File: config.mk
export PLATFORM = sky130hd
export DESIGN_NAME = lgpc_fifo
export DESIGN_NICKNAME = d
export VERILOG_FILES = /design/src/rtl/lgpc_pkg.sv /design/src/rtl/lgpc_fifo.sv
export SDC_FILE = /design/constraint.sdc
export NUM_CORES = 1
export LEC_CHECK = 0
export BUFFER_PORTS_ARGS = -buffer_cell sky130_fd_sc_hd__buf_2
export CAP_MARGIN = 10
export CORE_ASPECT_RATIO = 0.5
export CORE_MARGIN = 5
export CORE_UTILIZATION = 55
export CTS_BUF_LIST = sky130_fd_sc_hd__clkbuf_8
export CTS_CLUSTER_DIAMETER = 80
export DETAILED_ROUTE_END_ITERATION = 16
export PLACE_DENSITY_LB_ADDON = 0.08
export SYNTH_ARGS = -nofsm -noshare
export SYNTH_HDL_FRONTEND = slang
export SYNTH_SLANG_ARGS = --single-unit
File: constraint.sdc
create_clock -name clk -period 8.15 [get_ports clk]
set_clock_uncertainty 0.15 [all_clocks]
set_input_delay 1.2225 -clock clk [delete_from_list [all_inputs] [get_ports clk]]
set_output_delay 1.2225 -clock clk [all_outputs]
set_load 0.01 [all_outputs]
File: src/rtl/lgpc_pkg.sv
package lgpc_pkg;

  typedef struct packed {
    logic [1:0]         func;
    logic [15:0]        p_start;
    logic signed [31:0] t_ref;
    logic signed [31:0] speed;
    logic signed [31:0] t_eval;
    logic signed [31:0] space_shift;
    logic signed [31:0] time_offset;
    logic               last_dim;
  } in_item_t;

  typedef struct packed {
    logic signed [31:0] value;
    logic               error;
    logic               last_out;
  } out_item_t;

  // classified request as it sits in the queue
  typedef struct packed {
    in_item_t           item;
    logic               early_err;
    logic signed [32:0] dt0;
  } q_entry_t;

  localparam logic [1:0] FUNC_VALUE = 2'd0;
  localparam logic [1:0] FUNC_DERIV = 2'd1;
  localparam logic [1:0] FUNC_PAR   = 2'd2;
  localparam logic [1:0] FUNC_NONE  = 2'd3;

  localparam int QDEPTH = 4;
  localparam int QPTR_W = 2;
  localparam int QCNT_W = 3;

  localparam logic [30:0] LOG2E_Q30 = 31'd1549082005;
  localparam logic [31:0] LN2_Q32   = 32'd2977044472;
  localparam logic [3:0]  EXP_TERMS = 4'd12;

  // floor(2^33 / k), series divisor by reciprocal
  function automatic logic [33:0] recip(input logic [3:0] k);
    logic [33:0] r;
    case (k)
      4'd1:    r = 34'd8589934592;
      4'd2:    r = 34'd4294967296;
      4'd3:    r = 34'd2863311530;
      4'd4:    r = 34'd2147483648;
      4'd5:    r = 34'd1717986918;
      4'd6:    r = 34'd1431655765;
      4'd7:    r = 34'd1227133513;
      4'd8:    r = 34'd1073741824;
      4'd9:    r = 34'd954437176;
      4'd10:   r = 34'd858993459;
      4'd11:   r = 34'd780903144;
      4'd12:   r = 34'd715827882;
      default: r = 34'd0;
    endcase
    return r;
  endfunction

endpackage

File: src/rtl/lgpc_fifo.sv
module lgpc_fifo (
  input  logic                     clk,
  input  logic                     rst_n,
  input  logic                     push,
  input  lgpc_pkg::q_entry_t       wdata,
  input  logic                     pop,
  output lgpc_pkg::q_entry_t       rdata,
  output logic                     full,
  output logic                     empty,
  output logic [lgpc_pkg::QCNT_W-1:0] count
);

  lgpc_pkg::q_entry_t mem [lgpc_pkg::QDEPTH];
  logic [lgpc_pkg::QPTR_W-1:0] wr_r;
  logic [lgpc_pkg::QPTR_W-1:0] rd_r;
  logic [lgpc_pkg::QCNT_W-1:0] cnt_r;

  always_ff @(posedge clk) begin
    if (!rst_n) begin
      wr_r  <= '0;
      rd_r  <= '0;
      cnt_r <= '0;
    end else begin
      if (push) wr_r <= wr_r + 1'b1;
      if (pop)  rd_r <= rd_r + 1'b1;
      if (push && !pop)      cnt_r <= cnt_r + 1'b1;
      else if (pop && !push) cnt_r <= cnt_r - 1'b1;
    end
  end

  always_ff @(posedge clk) begin
    if (push) mem[wr_r] <= wdata;
  end

  assign rdata = mem[rd_r];
  assign full  = cnt_r == lgpc_pkg::QCNT_W'(lgpc_pkg::QDEPTH);
  assign empty = cnt_r == '0;
  assign count = cnt_r;

endmodule

==> impl_metrics.toml <==
[status]
status = "completed"

[timing]
rsz_0062_raised_after_global_routing = "false"
final_total_negative_setup_slack_ns = 0
fin_crit_ns = 4.57
fmax_ghz = 0.219
final-setup-viol-count = 0
finalMaxSlewViolations = 0
slew-limit-headroom_pct = 34.7
finalHoldViolations = 0
worst_pin_slew_ns = 0.979
timing.final.crit_share_pct = 56.1

[drt]
route.detailed.wl_per_inst_um = 24.3
route.antenna.remaining_nets = 0
first_iter_violations = 827
wl_um = 61300
route.vias.total = 13816
detail_route.drc_violations = 0
drt_pre_antenna_iters = 5
post_drt_via_cell_ratio = 5.47

[power_and_ir_drop]
fraction_of_power_spent_switching_nets_pct = 22.9
comb_power_share_pct = 10.0
power.clock.fraction_pct = 32.2
internal_power_mw = 6.88
ir_worst_vdd_uv = 142
power.switching_mw = 2.05
p_seq_share_pct = 57.8
p_total_mw = 8.92
power_density_nw_per_um2 = 246
power.leakage_nw = 12.2

[clock_network]
tritoncts = "done"
post_cts.resized_instances = 0
worst_setup_hold_path_clk_slew_ns = 0.06
cts_max_path_buffers = 3
hold_buffers = 0
worstSkewPairLatency_ns = 0.67
h-tree-depth = 3
post-cts-setup-buffer-count = 0
cts_root_buffer_type = "clkbuf_8"
cts_buffers = 114
cts_sinks = 861

[final_layout]
layout-area-overhead-vs-synth_pct = 16.1
most_frequent_standard_cell_in_the_layout_excluding_fill_and_tap_cells = "edfxtp_1"
layout.cell_area.non_filler_um2 = 36200
finalCoreUtilization_pct = 64.9
most_frequent_cells_in_the_layout = "edfxtp_1, buf_2, mux4_2"
instances_no_fill = 2525
nets = 1898
final_layout_size_suffix_gt1_share_pct = 45.8

[setup_path]
timing.critical_path.arrival_ns = 3.20
critPathKind = "flip-flop to output port"
critPathLaunchType = "flip-flop"
regToRegStartpoint = "wr_r[1]"
max_fo_critical_path = 43
timing.critical_path.to_type = "output port"
critPathRequiredTime_ns = 6.78

[global_routing]
antenna_found_initial = 7
grt_pass1_vias = 14942
grt_util_all_layers_pct = 19.6
grt_start_max_net_pins = 118
grt_overflow_total = 0
global_route_wire_length_before_repair_um = 90900

[floorplanning]
top_level_port_count = 435
core_area_um2 = 55800
chipHeight_um = 178
die_w_um = 347
fp-row-count = 61
floorplan.initialDensity_pct = 55.9
die-area_um2 = 61900

[synth]
netlist_area_um2 = 31200
synth_area_leaders = "edfxtp_1, mux4_2, buf_6"
yosys.area.top_type = "edfxtp_1"
synth.avg_cell_area_um2 = 27.0
ys_ff_latch = 861
post-synth-top-area-fraction_pct = 82.0
yosys_warnings = 0
synth.net_count = 1379
synth-seq-area-share_pct = 82.6
netlist_instances = 1156
yosys_cell_types = 20

[placement]
postPlaceCellArea_um2 = 34200
port_buffers = 434
detailedPlacementHpwl_um = 37400
gpl.final_weighted_congestion = 0.756
place.detailed.instances = 2315

[hold_path]
min-delay-start = "count[2]"
worstHoldPathType = "flip-flop to flip-flop"

[job]
cap_viol_max_count = 0
worst paths after layout:
path              slack, ns  cells past startpoint           to
setup reg to reg       5.15                      5  mem[1][179]
setup / recovery       3.58                      3   rdata[108]
hold reg to reg        0.41                      2     count[2]
hold / removal         0.41                      2     count[2]
synth_stat cells:
library cell / count
a21boi_0: 1
and2_1: 9
buf_2: 23
buf_6: 20
clkbuf_1: 5
dfxtp_1: 9
edfxtp_1: 852
fa_1: 1
ha_1: 5
inv_1: 4
mux2i_1: 2
mux4_2: 213
nand2_1: 1
nor2b_1: 2
nor3_1: 1
nor3b_1: 1
o21ai_0: 1
or3_1: 1
xnor2_1: 2
xor2_1: 3
critical path, stage by stage, from the launching register on:
cell and delay (ns):
dfxtp_4 0.93, buf_4 0.75, mux4_2 0.61, buf_2 0.16
through the flow:
step / hold WS (ns) / worst slack [ns]
final: 0.408 / 3.58
after global routing: 0.443 / 3.23
after CTS: 0.406 / 3.37
after global placement: 0.350 / 4.17
after floorplan: 0.378 / 1.35
after detailed placement: 0.400 / 4.14
cell families (layout without fill, tap and decap cells):
logic type               after synthesis  after routing  synth area share, %
AO/OA/AOI/OAI                          2              2               0.0401
XOR/XNOR                               5              5                0.140
adder cells (fa/ha/maj)                6              6                0.265
buffers and inverters                 52            659                 1.20
flip-flops                           861            861                 82.6
multiplexers                         215            215                 15.4
other                                  0              6                    0
AND/OR/NAND/NOR                       15             15                0.293
flip-flops by register name, indices dropped and copies added, names as in the netlist, named ones only:
register	cells
wr_r	2
rd_r	2
count	3
mem	852
layer usage:
| layer | share of wire [%] | track usage, % |
|---|---|---|
| met1 | 37 | 23.4 |
| met2 | 57 | 36.6 |
| met3 | 3.8 | 3.79 |
| met4 | 1.9 | 6.02 |
| met5 | 0.021 | 0 |
power groups by stage:
stage	Clock, mW	Sequential (mW)	Combinational [mW]
global route	3.18	5.17	0.958
finish	2.87	5.16	0.891
floorplan	0	5.26	0.550
CTS	2.96	5.16	0.922
detailed placement	0	5.26	0.919
global placement	0	5.24	0.904
layout make-up:
| class | instances | area [um^2] |
|---|---|---|
| Tap cell | 756 | 946 |
| Multi-Input combinational cell | 243 | 5060 |
| Timing Repair Buffer | 451 | 2370 |
| Sequential cell | 861 | 25800 |
| Clock inverter | 85 | 384 |
| Fill cell | 3810 | 19600 |
| Clock buffer | 119 | 1640 |
| Antenna cell | 6 | 15.0 |
| Inverter | 4 | 15.0 |
Note: power is estimated with default switching activity, not from simulation.
