--- src/rtl/lgpc_pkg.sv ---
package lgpc_pkg;

  typedef struct packed {
    logic [1:0]         func;
    logic [15:0]        p_start;
    logic signed [31:0] t_ref;
    logic signed [31:0] speed;
    logic signed [31:0] t_eval;
    logic signed [31:0] space_shift;
    logic signed [31:0] time_offset;
    logic               last_dim;
  } in_item_t;

  typedef struct packed {
    logic signed [31:0] value;
    logic               error;
    logic               last_out;
  } out_item_t;

  // classified request as it sits in the queue
  typedef struct packed {
    in_item_t           item;
    logic               early_err;
    logic signed [32:0] dt0;
  } q_entry_t;

  localparam logic [1:0] FUNC_VALUE = 2'd0;
  localparam logic [1:0] FUNC_DERIV = 2'd1;
  localparam logic [1:0] FUNC_PAR   = 2'd2;
  localparam logic [1:0] FUNC_NONE  = 2'd3;

  localparam int QDEPTH = 4;
  localparam int QPTR_W = 2;
  localparam int QCNT_W = 3;

  localparam logic [30:0] LOG2E_Q30 = 31'd1549082005;
  localparam logic [31:0] LN2_Q32   = 32'd2977044472;
  localparam logic [3:0]  EXP_TERMS = 4'd12;

  // floor(2^33 / k), series divisor by reciprocal
  function automatic logic [33:0] recip(input logic [3:0] k);
    logic [33:0] r;
    case (k)
      4'd1:    r = 34'd8589934592;
      4'd2:    r = 34'd4294967296;
      4'd3:    r = 34'd2863311530;
      4'd4:    r = 34'd2147483648;
      4'd5:    r = 34'd1717986918;
      4'd6:    r = 34'd1431655765;
      4'd7:    r = 34'd1227133513;
      4'd8:    r = 34'd1073741824;
      4'd9:    r = 34'd954437176;
      4'd10:   r = 34'd858993459;
      4'd11:   r = 34'd780903144;
      4'd12:   r = 34'd715827882;
      default: r = 34'd0;
    endcase
    return r;
  endfunction

endpackage

--- src/rtl/lgpc_front.sv ---
module lgpc_front (
  input  logic                 start,
  input  lgpc_pkg::in_item_t   in_data,
  input  logic                 q_full,
  output logic                 busy,
  output logic                 push,
  output lgpc_pkg::q_entry_t   entry
);

  logic signed [32:0] dt_eval;

  assign dt_eval = 33'(in_data.t_eval) - 33'(in_data.t_ref);

  assign busy = q_full;
  assign push = start && !q_full;

  always_comb begin
    entry.item      = in_data;
    entry.early_err = (in_data.func == lgpc_pkg::FUNC_NONE) || (in_data.p_start == '0);
    // parallel coordinate starts with the derivative at t_ref + offset
    entry.dt0       = (in_data.func == lgpc_pkg::FUNC_PAR) ? 33'(in_data.time_offset) : dt_eval;
  end

endmodule

--- config.mk ---
export PLATFORM = sky130hd
export DESIGN_NAME = lgpc_front
export DESIGN_NICKNAME = d
export VERILOG_FILES = /design/src/rtl/lgpc_pkg.sv /design/src/rtl/lgpc_front.sv
export SDC_FILE = /design/constraint.sdc
export NUM_CORES = 1
export LEC_CHECK = 0
export ABC_AREA = 1
export BUFFER_PORTS_ARGS = -buffer_cell sky130_fd_sc_hd__buf_2
export CAP_MARGIN = 25
export CORE_AREA = 8 8 146 148
export DETAILED_ROUTE_END_ITERATION = 8
export DIE_AREA = 0 0 154 156
export PLACE_DENSITY = 0.59
export SYNTH_ARGS = -nofsm -noshare
export SYNTH_HDL_FRONTEND = slang
export SYNTH_SLANG_ARGS = --single-unit
--- constraint.sdc ---
create_clock -name vclk -period 1.7
set_input_delay 0.085 -clock vclk [all_inputs]
set_output_delay 0.085 -clock vclk [all_outputs]
set_load 0.05 [all_outputs]
==> reports/qor.tcl, run 1 <==
set qor(outcome) {finished with violations}
set qor(violations) {negative setup slack}
set qor(number_of_remaining_drc_errors) 0
set qor(first_pass_iters) 5
set qor(grt_pass1_wl_um) 27700
set qor(hpwl_um) 15700
set qor(postLayoutSetupSlackWorst_ns) -0.0489
set qor(vias_in_the_first_global_route) 5378
set qor(initial_utilization_pct) 23.1
set qor(timing.critical_path.from_type) {input pin}
set qor(worstPathCellList) {buf_2 -> ha_4 -> buf_4 -> nand2_1 -> nor2_2 -> nand3_1 -> nand3_4 -> buf_6 -> or2_2 -> nand3_1 -> nand2_1 -> buf_6}
set qor(mostFrequentLayoutCell) {buf_2}
set qor(mappedNetlistNets) 1055
set qor(area.growth.synth_to_final_pct) 56.7
set qor(timing.critical_path.arrival_ns) 1.66
set qor(floorplan.core_area_sq_um) 19100
set qor(holdCritPathClass) {in2out}
set qor(timing.critical_path.slowest_cell_delay_ns) 0.26
set qor(yosys_warnings) 0
set qor(pwr_density_cell_nw_per_um2) 521
set qor(timing_worst_slew_pin_value_ns) 0.345
set qor(tns_ns) -0.301
set qor(avgSynthCellArea_sq_um) 5.23
set qor(cp-endpoint) {entry[10]}
set qor(timing.max_cap.violations) 0
set qor(num_antenna_cells) 0
set qor(cp-end-kind) {output pin}
set qor(postLayoutCoreUtil_pct) 36.1
set qor(wirelength_um) 18400
set qor(crit_type) {in2out}
set qor(placement_rows) 51
set qor(drt_first_iter_violations) 165
set qor(total_cell_area_at_the_placement_stage_sq_um) 5360
set qor(critical_path.startpoint) {in_data[67]}
set qor(floorplan.die.height_um) 156
set qor(cp_max_fo) 4
set qor(cts_hold_buffers) 0
set qor(timing.final.hold_violations) 0
set qor(finalCritPeriodShare_pct) 103
set qor(seq_cells) 0
set qor(initial_antenna_violation_count) 1
set qor(place.gp.congestion) 0.822
set qor(io_buffer_count) 266
set qor(finish.net_count) 1221
set qor(critPathRequiredTime_ns) 1.62
set qor(layout_common_cells) {buf_2 (217), nand2_1 (186), inv_1 (118)}
set qor(worst_voltage_drop_across_the_vdd_grid_uv) 290
set qor(io_pins) 396
set qor(synth_seq_area_share_pct) 0
set qor(number_of_slew_limit_violations_in_the_final_report) 0
set qor(routed-via-count) 5157
set qor(wl_per_cell_um) 14.8
set qor(layout.cells.non_filler) 1243
set qor(rsz0062_at_grt) {true}
set qor(dieWidth_um) 154
set qor(report.final.setup_viol) 13
set qor(vias_per_cell) 4.15
set qor(synth.lib_cells_used.distinct) 30
set qor(slew-limit-headroom_pct) 76.8
set qor(critPathSlowestCell) {ha_4}
set qor(fmax_mhz) 572
set qor(grtUsageTotal_pct) 14.1
set qor(p_leak_nw) 3.94
set qor(layout.cell_area.non_filler_sq_um) 6890
set qor(syn_inst) 841
set qor(seqCellArea_sq_um) 0
set qor(remaining_number_of_nets_flagged_by_the_antenna_check_after_routing) 0
set qor(cell_area_synth_sq_um) 4400
set qor(drive_above_1_share_pct) 61.3
set qor(period_minus_ws_final_ns) 1.75
set qor(dieArea_sq_um) 24000
set qor(number_of_clock_buffer_instances_in_the_layout) 0
set qor(grt.overflow.total) 0
set qor(largest_net_degree_at_the_start_of_global_routing) 26
set qor(placed_cells) 1238
-- worst min path at each step --
stage / from / to / slack (ns) / cells after the start
6_report: in_data[123] / entry[157] / 0.17 / 0
5_1_grt: in_data[120] / entry[154] / 0.17 / 0
4_1_cts: in_data[97] / entry[131] / 0.17 / 0
3_5_place_dp: in_data[97] / entry[131] / 0.17 / 0
3_3_place_gp: in_data[97] / entry[131] / 0.17 / 0
2_1_floorplan: q_full / busy / 0.34 / 1
-- metal layers --
layer	track usage (%)	up-vias	share of wire (%)
li1	-	2665	-
met1	15.7	2275	39
met2	27.0	195	52
met3	3.46	20	7.3
met4	2.01	2	1.5
met5	0	-	0.071
-- kinds of logic (layout without fill, tap and decap cells) --
family                   after synthesis  in the layout  synth area share (%)
adder cells (fa/ha/maj)               33             33                  9.56
AO/OA/AOI/OAI                         36             36                  4.32
AND/OR/NAND/NOR                      424            424                  40.2
XOR/XNOR                               4              4                 0.796
buffers and inverters                344            508                  45.1
-- per-stage QoR --
| step | total power [mW] | setup slack (ns) | hold slack, ns |
|---|---|---|---|
| 3_5_place_dp | 2.86 | -0.388 | 0.170 |
| 3_3_place_gp | 2.86 | -0.381 | 0.170 |
| 2_1_floorplan | 2.44 | -0.164 | 0.337 |
| 6_report | 3.59 | -0.0489 | 0.170 |
| 4_1_cts | 3.32 | -0.0967 | 0.170 |
| 5_1_grt | 3.84 | -0.165 | 0.170 |
-- critical path: cells and delay by family --
| family | cells | cell delay, ns |
|---|---|---|
| buf+inv | 4 | 0.55 |
| simple gates | 7 | 0.76 |
| fa+ha+maj | 1 | 0.26 |
-- synth_stat cells, drive strengths merged --
library cell / count / area [sq um]
nand2: 306 / 1180
buf: 182 / 1360
inv: 157 / 589
nand3: 48 / 250
nor2: 45 / 176
ha: 32 / 400
a21oi: 22 / 110
o21ai: 10 / 50.0
or2: 8 / 50.1
nand3b: 5 / 37.5
clkbuf: 4 / 15.0
xnor2: 4 / 35.0
nand4: 3 / 18.8
nor3: 3 / 20.0
nor4: 3 / 18.8
o21bai: 3 / 22.5
and2: 2 / 12.5
a21o: 1 / 7.51
bufinv: 1 / 17.5
fa: 1 / 20.0
or4: 1 / 7.51
-- area by class of cell --
cell class,instances,area (sq um)
fill,2039,12200
timing repair buffer,350,2410
multi-input combinational,497,3560
tap,238,298
inverter,158,624
-- timing repair --
item	in CTS	in global routing
pin swaps	59	75
setup buffers	1	4
gates resized for setup	226	164
endpoints found under the setup margin	29	29
-- power by group --
group | switching (mW) | leakage [nW] | internal [mW]
clock network | 0 | 0 | 0
registers | 0 | 0 | 0
logic | 2.25 | 3.94 | 1.34
Note: power is estimated with default switching activity, not from simulation.
==> run 2: changes to the inputs <==
CORE_AREA = 8 8 150 152   (was 8 8 146 148)
DIE_AREA = 0 0 158 160   (was 0 0 154 156)
SLEW_MARGIN = 30   (was unset)
clock period = 1.6 ns   (was 1.7 ns; I/O delays follow)
==> run 2 against run 1 <==
Net effect: the flow still finishes with violations (negative setup slack); sequential share of layout area unchanged; non-clock buffer count decreased by 6; global-route usage fell by 0.49 points; design area grew 7.0%; core utilization increased by 0.69 points; first-iteration DRC count fell by 6.7%; combinational power increased by 13%; critical path depth is 3 higher; worst setup slack got worse by 0.094 ns; die area is 5.2% higher; cell count increased by 2.1%.
==> reports/qor.tcl, run 2 (synthesis gave the netlist of run 1 again) <==
set qor(cp_max_fo) 4 ;# unchanged
set qor(number_of_clock_buffer_instances_in_the_layout) 0 ;# unchanged
set qor(nFillCells) 2204 ;# +8.1%
set qor(routed-via-count) 5201 ;# +0.85%
set qor(largest_net_degree_at_the_start_of_global_routing) 31 ;# +19%
set qor(holdCritPathClass) {in2out}
set qor(cts_hold_buffers) 0 ;# unchanged
set qor(seqCellArea_sq_um) 0 ;# unchanged
set qor(wl_per_cell_um) 15.0 ;# +1.3%
set qor(grtUsageTotal_pct) 13.6 ;# -0.49 points
set qor(io_buffer_count) 266 ;# unchanged
set qor(timing.final.hold_violations) 0 ;# unchanged
set qor(mostFrequentLayoutCell) {buf_2}
set qor(pwr_density_cell_nw_per_um2) 547 ;# +5.0%
set qor(violations) {negative setup slack}
set qor(drt_first_iter_violations) 154 ;# -6.7%
set qor(critical_path.startpoint) {in_data[129]}
set qor(timing.max_cap.violations) 0 ;# unchanged
set qor(vias_per_cell) 4.10 ;# -1.2%
set qor(p_leak_nw) 4.08 ;# +3.3%
set qor(cp-endpoint) {entry[16]}
set qor(period_minus_ws_final_ns) 1.74
set qor(hpwl_um) 16000 ;# +2.0%
set qor(finish.net_count) 1215 ;# -0.49%
set qor(rsz0062_at_grt) {true}
set qor(seq_cells) 0 ;# unchanged
set qor(slew-limit-headroom_pct) 74.0 ;# -2.8 points
set qor(number_of_remaining_drc_errors) 0 ;# unchanged
set qor(grt_pass1_wl_um) 27800 ;# about the same
set qor(drive_above_1_share_pct) 67.5 ;# +6.2 points
set qor(worst_voltage_drop_across_the_vdd_grid_uv) 285 ;# -1.9%
set qor(area.growth.synth_to_final_pct) 67.7
set qor(timing.critical_path.arrival_ns) 1.66 ;# about the same
set qor(initial_utilization_pct) 22.0 ;# -1.1 points
set qor(first_pass_iters) 4 ;# -1
set qor(dieArea_sq_um) 25300 ;# +5.2%
set qor(layout_common_cells) {buf_2 (204), nand2_1 (166), inv_1 (103)}
set qor(number_of_slew_limit_violations_in_the_final_report) 0 ;# unchanged
set qor(worst_hold_slack_ns) 0.160 ;# -0.0100 ns
set qor(cp-end-kind) {output pin}
set qor(tns_ns) -1.89 ;# -1.59 ns
set qor(vias_in_the_first_global_route) 5389 ;# +0.20%
set qor(report.final.setup_viol) 25 ;# +12
set qor(timing_worst_slew_pin_value_ns) 0.387 ;# +0.0421 ns
set qor(critPathRequiredTime_ns) 1.52 ;# -0.10 ns
set qor(outcome) {finished with violations}
set qor(floorplan.core_area_sq_um) 20000 ;# +5.0%
set qor(place.gp.congestion) 0.811 ;# -1.3%
set qor(fmax_mhz) 574
set qor(floorplan.die.height_um) 160 ;# +2.6%
set qor(remaining_number_of_nets_flagged_by_the_antenna_check_after_routing) 0 ;# unchanged
set qor(timing.critical_path.from_type) {input pin}
set qor(num_antenna_cells) 0 ;# unchanged
set qor(crit_type) {in2out}
set qor(postLayoutCoreUtil_pct) 36.8 ;# +0.69 points
set qor(initial_antenna_violation_count) 0 ;# -1
set qor(io_pins) 396 ;# unchanged
set qor(grt.overflow.total) 0 ;# unchanged
set qor(dieWidth_um) 158 ;# +2.6%
set qor(placement_rows) 52 ;# +2.0%
set qor(postLayoutSetupSlackWorst_ns) -0.143 ;# -0.0938 ns
set qor(wirelength_um) 19000 ;# +3.4%
set qor(finalCritPeriodShare_pct) 109
set qor(dp_worst_setup_slack_ns) -0.407 ;# -0.0196 ns
-- run 2: cell types whose count changed in the layout (fill, tap and decap cells not counted), sizes merged --
cell / before / now
buf: 350 / 344
-- run 2: metrics by stage --
stage | cells | power, mW | area, sq um
2_1_floorplan | 841 | 2.62 | 4470
3_3_place_gp | 1252 | 3.01 | 5290
3_5_place_dp | 1252 | 3.01 | 5290
4_1_cts | 1257 | 3.68 | 6550
5_1_grt | 1269 | 4.31 | 7380
6_report | 1269 | 4.04 | 7380
-- run 2: metal layers --
metal	vias to the layer above	track usage, %	share of wire (%)
met1	2319	15.3	38
met4	0	0.943	1.0
met5	-	0	0
li1	2663	-	-
met2	197	26.5	52
met3	22	2.78	8.3
-- run 2: area by class of cell --
cell class                 instances  area, sq um  share of cell area (%)
multi-input combinational        497         3920                    53.1
tap                              270          338                    4.58
inverter                         158          642                    8.70
timing repair buffer             344         2480                    33.6
-- run 2: worst min-delay path by stage --
stage / start / end / slack, ns / cells past startpoint
6_report: in_data[104] / entry[138] / 0.16 / 0
3_5_place_dp: in_data[102] / entry[136] / 0.16 / 0
3_3_place_gp: in_data[102] / entry[136] / 0.16 / 0
5_1_grt: in_data[33] / entry[67] / 0.16 / 0
2_1_floorplan: q_full / busy / 0.33 / 1
4_1_cts: in_data[102] / entry[136] / 0.16 / 0
-- run 2: report_power, final --
part | total (mW) | internal (mW) | switching [mW]
clock network | 0 | 0 | 0
logic | 4.04 | 1.54 | 2.50
registers | 0 | 0 | 0
-- run 2: worst max-delay path, cell delays in order --
cell and delay (ns):
buf_8 0.10, ha_4 0.15, fa_2 0.33, inv_2 0.08
nand2_2 0.06, nand2_2 0.06, nand3_2 0.06, nand2_2 0.09
nand2_2 0.07, nand2_4 0.09, a21oi_1 0.07, o21ai_1 0.09
buf_4 0.14, nand2_2 0.05, buf_6 0.14
-- run 2: timing repair --
item	CTS	global route
pin swaps	69	111
gates resized for setup	303	213
setup buffers	5	12
endpoints found under the setup margin	30	30
